File: config.mk
export PLATFORM = sky130hd
export DESIGN_NAME = iir_direct_form_two
export DESIGN_NICKNAME = d
export VERILOG_FILES = /design/src/hw/rtl/iirdf2_pkg.sv /design/src/hw/rtl/iir_direct_form_two.sv
export SDC_FILE = /design/constraint.sdc
export NUM_CORES = 2
export LEC_CHECK = 0
export BUFFER_PORTS_ARGS = -buffer_cell sky130_fd_sc_hd__buf_4
export CAP_MARGIN = 20
export CORE_MARGIN = 1.5
export CORE_UTILIZATION = 45
export CTS_CLUSTER_DIAMETER = 50
export DETAILED_ROUTE_END_ITERATION = 8
export MAX_ROUTING_LAYER = met4
export PLACE_DENSITY_LB_ADDON = 0.1
export SETUP_SLACK_MARGIN = 0.2
export SLEW_MARGIN = 25
export SYNTH_ARGS = -nofsm -noshare
export SYNTH_HDL_FRONTEND = slang
export SYNTH_SLANG_ARGS = --single-unit
File: constraint.sdc
create_clock -name clk -period 10.45 [get_ports clk]
set_input_delay 2.09 -clock clk [delete_from_list [all_inputs] [get_ports clk]]
set_output_delay 2.09 -clock clk [all_outputs]
set_load 0.01 [all_outputs]
File: src/hw/rtl/iirdf2_pkg.sv
package iirdf2_pkg;

    localparam int DefaultOrder = 2;
    localparam int MaxOrder     = 3;

    localparam int SampleW    = 16;
    localparam int CoefW      = 18;
    localparam int NodeW      = 24;
    localparam int CfgIndexW  = 4;
    localparam int CoefIdxW   = 2;
    localparam int RoundShift = 14;

    localparam logic [CfgIndexW-1:0] CfgInputGain  = 4'd0;
    localparam logic [CfgIndexW-1:0] CfgDirectGain = 4'd1;
    localparam logic [CfgIndexW-1:0] CfgFirstCoef  = 4'd2;
    localparam logic [CfgIndexW-1:0] CfgNumRegs    = 4'd8;

    localparam logic signed [CoefW-1:0] GainReset = 18'sd16384;

endpackage

File: src/hw/rtl/iir_direct_form_two.sv
// samples are taken one at a time: a new one is accepted only once the sequencer is back
// in idle, since the 2*ORDER+2 products are all formed by the single shared
// multiply-accumulate, one per cycle
// a result still held by out_stall holds the final step until it is taken
// reset: async active low; gains to 1.0, other coefficients to zero,
// node history cleared, no result pending
module iir_direct_form_two
    import iirdf2_pkg::*;
#(
    parameter int ORDER = DefaultOrder
)
(
    input  logic                        clk,
    input  logic                        rst_n,
    input  logic                        in_valid,
    output logic                        in_stall,
    input  logic signed [SampleW-1:0]   sample_in,
    output logic                        out_valid,
    input  logic                        out_stall,
    output logic signed [SampleW-1:0]   sample_out,
    output logic                        saturated,
    input  logic                        cfg_valid,
    output logic                        cfg_ready,
    input  logic [CfgIndexW-1:0]        cfg_index,
    input  logic signed [CoefW-1:0]     cfg_data
);

    localparam int SlotW = (ORDER > 1) ? $clog2(ORDER) : 1;
    localparam int CntW  = $clog2(ORDER + 1);
    localparam int ProdW = CoefW + NodeW;
    localparam int AccW  = ProdW + 4;
    localparam int RndW  = AccW - RoundShift;

    localparam logic signed [AccW-1:0] RoundAdd = AccW'(1) << (RoundShift - 1);
    localparam logic signed [RndW-1:0] NodeHi =
        {{(RndW - NodeW + 1){1'b0}}, {(NodeW - 1){1'b1}}};
    localparam logic signed [RndW-1:0] NodeLo =
        {{(RndW - NodeW + 1){1'b1}}, {(NodeW - 1){1'b0}}};
    localparam logic signed [RndW-1:0] OutHi =
        {{(RndW - SampleW + 1){1'b0}}, {(SampleW - 1){1'b1}}};
    localparam logic signed [RndW-1:0] OutLo =
        {{(RndW - SampleW + 1){1'b1}}, {(SampleW - 1){1'b0}}};

    typedef enum logic [2:0] {
        ST_IDLE,
        ST_FB,
        ST_NODE,
        ST_FF,
        ST_DONE
    } state_t;

    state_t                     state_reg, state_next;
    logic [CntW-1:0]            cnt_reg, cnt_next;
    logic [SlotW-1:0]           rd_ptr_reg, rd_ptr_next;
    logic [SlotW-1:0]           newest_reg, newest_next;
    logic [SlotW-1:0]           wr_slot;
    logic                       hist_wr;
    logic signed [SampleW-1:0]  sample_reg, sample_next;
    logic signed [NodeW-1:0]    node_reg, node_next;
    logic signed [AccW-1:0]     acc_reg, acc_next;
    logic                       sat_reg, sat_next;
    logic signed [ProdW-1:0]    prod_reg;
    logic                       prod_vld_reg;
    logic                       prod_neg_reg;
    logic                       out_valid_reg, out_valid_next;
    logic signed [SampleW-1:0]  sample_out_reg, sample_out_next;
    logic                       saturated_reg, saturated_next;

    logic signed [NodeW-1:0]    hist_reg [ORDER];
    logic signed [CoefW-1:0]    input_gain_reg;
    logic signed [CoefW-1:0]    direct_gain_reg;
    logic signed [CoefW-1:0]    fb_coef_reg [MaxOrder];
    logic signed [CoefW-1:0]    ff_coef_reg [MaxOrder];

    logic [CoefIdxW-1:0]        coef_idx;
    logic signed [NodeW-1:0]    hist_rd;
    logic signed [CoefW-1:0]    mul_a;
    logic signed [NodeW-1:0]    mul_b;
    logic                       mul_neg;
    logic                       mul_issue;
    logic signed [ProdW-1:0]    mul_res;
    logic signed [AccW-1:0]     prod_ext;
    logic signed [AccW-1:0]     term;
    logic signed [AccW-1:0]     acc_sum;
    logic signed [AccW-1:0]     acc_rnd;
    logic signed [RndW-1:0]     rnd_val;
    logic signed [NodeW-1:0]    node_clip;
    logic                       node_sat;
    logic signed [SampleW-1:0]  out_clip;
    logic                       out_sat;
    logic [CfgIndexW-1:0]       cfg_off;

    assign in_stall   = (state_reg != ST_IDLE);
    assign out_valid  = out_valid_reg;
    assign sample_out = sample_out_reg;
    assign saturated  = saturated_reg;
    assign cfg_ready  = 1'b1;

    // shared multiplier operand select
    assign coef_idx = CoefIdxW'(cnt_reg - 1'b1);
    assign hist_rd  = hist_reg[rd_ptr_reg];

    always_comb
    begin
        mul_a     = '0;
        mul_b     = '0;
        mul_neg   = 1'b0;
        mul_issue = 1'b0;
        unique case (state_reg)
            ST_FB:
            begin
                mul_issue = 1'b1;
                if (cnt_reg == '0)
                begin
                    mul_a = input_gain_reg;
                    mul_b = NodeW'(sample_reg);
                end
                else
                begin
                    mul_a   = fb_coef_reg[coef_idx];
                    mul_b   = hist_rd;
                    mul_neg = 1'b1;
                end
            end
            ST_FF:
            begin
                mul_issue = 1'b1;
                if (cnt_reg == '0)
                begin
                    mul_a = direct_gain_reg;
                    mul_b = node_reg;
                end
                else
                begin
                    mul_a = ff_coef_reg[coef_idx];
                    mul_b = hist_rd;
                end
            end
            default:
            begin
                mul_issue = 1'b0;
            end
        endcase
    end

    assign mul_res  = mul_a * mul_b;
    assign prod_ext = AccW'(prod_reg);
    assign term     = prod_vld_reg ? (prod_neg_reg ? -prod_ext : prod_ext) : '0;
    assign acc_sum  = acc_reg + term;
    assign acc_rnd  = acc_sum + RoundAdd;
    assign rnd_val  = $signed(acc_rnd[AccW-1:RoundShift]);

    // rounding and saturation
    always_comb
    begin
        node_sat = 1'b0;
        out_sat  = 1'b0;
        if (rnd_val > NodeHi)
        begin
            node_clip = {1'b0, {(NodeW - 1){1'b1}}};
            node_sat  = 1'b1;
        end
        else if (rnd_val < NodeLo)
        begin
            node_clip = {1'b1, {(NodeW - 1){1'b0}}};
            node_sat  = 1'b1;
        end
        else
        begin
            node_clip = rnd_val[NodeW-1:0];
        end
        if (rnd_val > OutHi)
        begin
            out_clip = {1'b0, {(SampleW - 1){1'b1}}};
            out_sat  = 1'b1;
        end
        else if (rnd_val < OutLo)
        begin
            out_clip = {1'b1, {(SampleW - 1){1'b0}}};
            out_sat  = 1'b1;
        end
        else
        begin
            out_clip = rnd_val[SampleW-1:0];
        end
    end

    assign wr_slot = (newest_reg == SlotW'(ORDER - 1)) ? '0 : newest_reg + 1'b1;

    // sequencer
    always_comb
    begin
        state_next      = state_reg;
        cnt_next        = cnt_reg;
        rd_ptr_next     = rd_ptr_reg;
        newest_next     = newest_reg;
        sample_next     = sample_reg;
        node_next       = node_reg;
        acc_next        = acc_reg;
        sat_next        = sat_reg;
        out_valid_next  = out_valid_reg;
        sample_out_next = sample_out_reg;
        saturated_next  = saturated_reg;
        hist_wr         = 1'b0;

        if (out_valid_reg && !out_stall)
        begin
            out_valid_next = 1'b0;
        end

        unique case (state_reg)
            ST_IDLE:
            begin
                if (in_valid)
                begin
                    sample_next = sample_in;
                    cnt_next    = '0;
                    acc_next    = '0;
                    rd_ptr_next = newest_reg;
                    sat_next    = 1'b0;
                    state_next  = ST_FB;
                end
            end
            ST_FB, ST_FF:
            begin
                acc_next = acc_sum;
                if (cnt_reg != '0)
                begin
                    rd_ptr_next = (rd_ptr_reg == '0) ? SlotW'(ORDER - 1)
                                                     : rd_ptr_reg - 1'b1;
                end
                if (cnt_reg == CntW'(ORDER))
                begin
                    state_next = (state_reg == ST_FB) ? ST_NODE : ST_DONE;
                end
                else
                begin
                    cnt_next = cnt_reg + 1'b1;
                end
            end
            ST_NODE:
            begin
                node_next   = node_clip;
                sat_next    = node_sat;
                acc_next    = '0;
                cnt_next    = '0;
                rd_ptr_next = newest_reg;
                state_next  = ST_FF;
            end
            ST_DONE:
            begin
                // fold in the last product so a held result keeps its sum
                acc_next = acc_sum;
                if (!out_valid_reg || !out_stall)
                begin
                    out_valid_next  = 1'b1;
                    sample_out_next = out_clip;
                    saturated_next  = sat_reg | out_sat;
                    hist_wr         = 1'b1;
                    newest_next     = wr_slot;
                    state_next      = ST_IDLE;
                end
            end
            default:
            begin
                state_next = ST_IDLE;
            end
        endcase
    end

    always_ff @(posedge clk or negedge rst_n)
    begin
        if (!rst_n)
        begin
            state_reg      <= ST_IDLE;
            cnt_reg        <= '0;
            rd_ptr_reg     <= '0;
            newest_reg     <= '0;
            prod_vld_reg   <= 1'b0;
            sat_reg        <= 1'b0;
            out_valid_reg  <= 1'b0;
        end
        else
        begin
            state_reg      <= state_next;
            cnt_reg        <= cnt_next;
            rd_ptr_reg     <= rd_ptr_next;
            newest_reg     <= newest_next;
            prod_vld_reg   <= mul_issue;
            sat_reg        <= sat_next;
            out_valid_reg  <= out_valid_next;
        end
    end

    always_ff @(posedge clk)
    begin
        sample_reg     <= sample_next;
        node_reg       <= node_next;
        acc_reg        <= acc_next;
        prod_reg       <= mul_res;
        prod_neg_reg   <= mul_neg;
        sample_out_reg <= sample_out_next;
        saturated_reg  <= saturated_next;
    end

    // node history
    always_ff @(posedge clk or negedge rst_n)
    begin
        if (!rst_n)
        begin
            for (int i = 0; i < ORDER; i++)
            begin
                hist_reg[i] <= '0;
            end
        end
        else if (hist_wr)
        begin
            hist_reg[wr_slot] <= node_reg;
        end
    end

    // coefficient registers
    assign cfg_off = cfg_index - CfgFirstCoef;

    always_ff @(posedge clk or negedge rst_n)
    begin
        if (!rst_n)
        begin
            input_gain_reg  <= GainReset;
            direct_gain_reg <= GainReset;
            for (int i = 0; i < MaxOrder; i++)
            begin
                fb_coef_reg[i] <= '0;
                ff_coef_reg[i] <= '0;
            end
        end
        else if (cfg_valid && (cfg_index < CfgNumRegs))
        begin
            priority if (cfg_index == CfgInputGain)
            begin
                input_gain_reg <= cfg_data;
            end
            else if (cfg_index == CfgDirectGain)
            begin
                direct_gain_reg <= cfg_data;
            end
            else
            begin
                if (!cfg_off[0])
                begin
                    fb_coef_reg[cfg_off[CoefIdxW:1]] <= cfg_data;
                end
                else
                begin
                    ff_coef_reg[cfg_off[CoefIdxW:1]] <= cfg_data;
                end
            end
        end
    end

endmodule

==> reports/summary.md <==
- **synthesized area per cell** 9.78 sq um
- **cell type of the slowest stage on the worst timing path** sky130_fd_sc_hd__and2_1
- **total nets after synthesis** 4118
- **share of synthesized area occupied by flip-flops and latches** 26.4%
- **clock tree buffer depth** 3
- **Ys Warns** 0
- **area of the die** 77600 sq um
- **required arrival time at the worst endpoint** 10970 ps
- **Num Clock Sinks** 348
- **transition time of the tightest slew-check pin** 1020 ps
- **post-route clock skew** 53.5 ps
- **Setup CP Type** reg -> reg
- **Fill cells** 6845
- **netlist area before placement** 34200 sq um
- **Worst Path Arrival** 10150 ps
- **combinational family with the most area after synthesis** adder cells
- **aggregate routed wire length** 100000 microns
- **weighted congestion at the end of routability-driven global placement** 0.999
- **Max-Cap Viols** 0
- **count of buffers added by post-CTS timing repair for setup** 0
- **CTS HTree Levels** 2
- **detailed-route wire length per cell** 22.2 microns
- **number of CTS-inserted buffers** 48
- **Largest delay share family, worst path** adder cells
- **Std-Cell Rows** 100
- **delay of the slowest cell on the worst path** 660 ps
- **# setup viols final** 0
- **critical path startpoint category** flip-flop
- **adder and majority cell fraction of the synthesized area** 30.6%
- **type of the tightest min-delay check** reg -> reg
- **drt first-iter violations** 1738
- **Post-layout nets** 4144
- **Synth Area in Compound Gates** 7.82%
- **ratio of final minimum period to clock period** 92.2%
- **most frequent CP cell** sky130_fd_sc_hd__fa_1
- **top-area cell type share of the netlist area** 25.0%
- **result of the run** complete, no violations
- **Detail Placement HPWL** 80100 microns
- **number of global-route vias before repair** 26100
- **most frequent cells after synthesis** sky130_fd_sc_hd__inv_1, sky130_fd_sc_hd__fa_1, sky130_fd_sc_hd__nand2_1
- **DIE HEIGHT** 279 microns
- **CORE AREA** 74800 sq um
- **clock period minus final worst setup slack** 9630 ps
- **fin. max-slew vios** 0
- **total grt overflow** 0
- **share of synthesized area spent on multiplexers** 9.85%
- **area leader, netlist** sky130_fd_sc_hd__fa_1
- **register bit total from synthesis** 348
- **post-CTS resize count** 0
- **fraction of layout instances using a drive strength above 1** 14.4%
- **leading register cell type out of synthesis** sky130_fd_sc_hd__dfrtp_1
- **Initial Util** 45.7%
- **accumulated negative setup slack** 0 ps
- **die width** 279 microns
- **TritonCTS clock tree** yes
- **drc violations** 0
- **total number of vias** 24800
- **count of unique library cells instantiated by Yosys** 84
- **worst rel slew slack** 32.1%
- **count of buffers inserted at the top-level ports** 61
- **crit path buf inv count** 6
- **cell with the most instances after synthesis** sky130_fd_sc_hd__inv_1
- **number of hold buffers added after cts** 0
- **clock tree root buffer cell** sky130_fd_sc_hd__clkbuf_16
- **global-route met2 utilization** 43.8%
- **top-level port count** 63
- **maximum fanout along the worst path** 25
- **clock-pin slew reported for the worst setup and hold paths after clock tree synthesis** 60 ps
- **clock latency at the later pin of the worst-skew pair** 620 ps
- **synthesized instance count** 3495
- **maximum clock frequency** 0.104 GHz
- **GRT met3 Usage** 3.33%
- **Antenna Nets Post-Route** 0
- **setup repair after global routing missed its margin** false
- **GRT Overall Usage** 27.4%
- **Synth async-reset ratio** 58.0%
- **nature of the critical path endpoint** flip-flop
- **area added between synthesis and finish** 10.0%
- **Hold Violations, Final** 0
- **layer with the highest usage after global routing** met2
- **via count normalized by instance count** 5.48
- **initial antenna violation count** 6
- **pin count of the biggest net entering global routing** 127
- **simple-gate share of the synthesized area** 13.0%
- **number of enable flip-flop cells after synthesis** 103
- **wire length of the first global-routing pass** 158000 microns
- **main area contributors after synthesis** sky130_fd_sc_hd__fa_1, sky130_fd_sc_hd__dfrtp_1, sky130_fd_sc_hd__edfxtp_1
- **first drt pass iteration count** 5
- **parity-gate share of the synthesized area counting xor and xnor cells** 4.09%
- **met1 usage in global routing** 37.3%
## final timing paths
check,slack (ps),end,from,cells after the start
max,820,prod_reg[41],cnt_reg[0],33
min,500,hist_reg[45],hist_reg[45],1
max reg2reg,820,prod_reg[41],cnt_reg[0],33
min reg2reg,500,hist_reg[45],hist_reg[45],1
max in group asynchronous,7560,fb_coef_reg[40],rst_n,3
min in group asynchronous,1340,ff_coef_reg[22],rst_n,1
## cells by family (layout without fill, tap and decap cells)
kind of cell	count (synthesis)	in the layout
AOI/OAI and AO/OA	412	412
xor gates and xnor gates	158	158
adders and majority gates	580	580
buffers and inverters	747	810
DFF	348	348
muxes	285	285
other	1	6
and+or+nand+nor	964	964
## metal layers
layer  vias up  part of all wire [%]
li1      11300                     -
met1     12700                    45
met2       707                    47
met3       152                   5.3
met4         0                   3.0
met5         -                     0
## layout by cell type, fill, tap and decap left out, types with 13 or more instances in the layout
cell type | synthesis | final
sky130_fd_sc_hd__a21oi_1 | 119 | 117
sky130_fd_sc_hd__buf_4 | 2 | 134
sky130_fd_sc_hd__fa_1 | 427 | 427
sky130_fd_sc_hd__ha_1 | 153 | 152
sky130_fd_sc_hd__nor2_1 | 263 | 259
sky130_fd_sc_hd__dfrtp_1 | 200 | 198
sky130_fd_sc_hd__xor2_1 | 47 | 46
sky130_fd_sc_hd__and3_1 | 38 | 37
sky130_fd_sc_hd__a22o_1 | 18 | 18
sky130_fd_sc_hd__nor2b_1 | 28 | 27
sky130_fd_sc_hd__or3_1 | 17 | 17
sky130_fd_sc_hd__dfxtp_1 | 43 | 43
sky130_fd_sc_hd__and2_1 | 65 | 65
sky130_fd_sc_hd__o31ai_1 | 16 | 16
sky130_fd_sc_hd__nand2_1 | 371 | 369
sky130_fd_sc_hd__nand3_1 | 36 | 36
sky130_fd_sc_hd__o21ai_1 | 24 | 24
sky130_fd_sc_hd__inv_1 | 584 | 583
sky130_fd_sc_hd__nand2b_1 | 48 | 48
sky130_fd_sc_hd__a31oi_1 | 13 | 13
sky130_fd_sc_hd__mux4_2 | 18 | 18
sky130_fd_sc_hd__clkbuf_16 | 0 | 49
sky130_fd_sc_hd__o21ai_0 | 65 | 65
sky130_fd_sc_hd__mux2_2 | 230 | 230
sky130_fd_sc_hd__mux2i_1 | 37 | 36
sky130_fd_sc_hd__a21o_1 | 33 | 33
sky130_fd_sc_hd__a211oi_1 | 19 | 15
sky130_fd_sc_hd__nor3_1 | 27 | 27
sky130_fd_sc_hd__edfxtp_1 | 103 | 103
sky130_fd_sc_hd__xnor2_1 | 109 | 109
sky130_fd_sc_hd__a22oi_1 | 19 | 19
## layout make-up
cell class	instances	area (sq um)	area share, %
multi-input combinational	2400	22400	59.7
antenna	5	12.5	0.0333
timing repair buffer	139	1090	2.90
clock inverter	25	287	0.762
sequential	348	9010	24.0
clock buffer	62	1360	3.60
tap	969	1210	3.22
inverter	584	2190	5.83
## metrics by stage
| step | util [%] | hold slack [ps] | instance area [sq um] | cells | setup WS, ps |
|---|---|---|---|---|---|
| global placement | 48.0 | 479 | 35900 | 4438 | 953 |
| finish | 50.3 | 498 | 37600 | 4532 | 816 |
| floorplan | - | 471 | 34200 | 3495 | 1490 |
| detailed placement | 48.0 | 487 | 35900 | 4438 | 836 |
| CTS | 50.2 | 500 | 37500 | 4525 | 769 |
| global route | 50.3 | 508 | 37600 | 4531 | 218 |
Power is not shown: default switching activity piles up to over one toggle a cycle in this logic, so the estimate is an artifact.
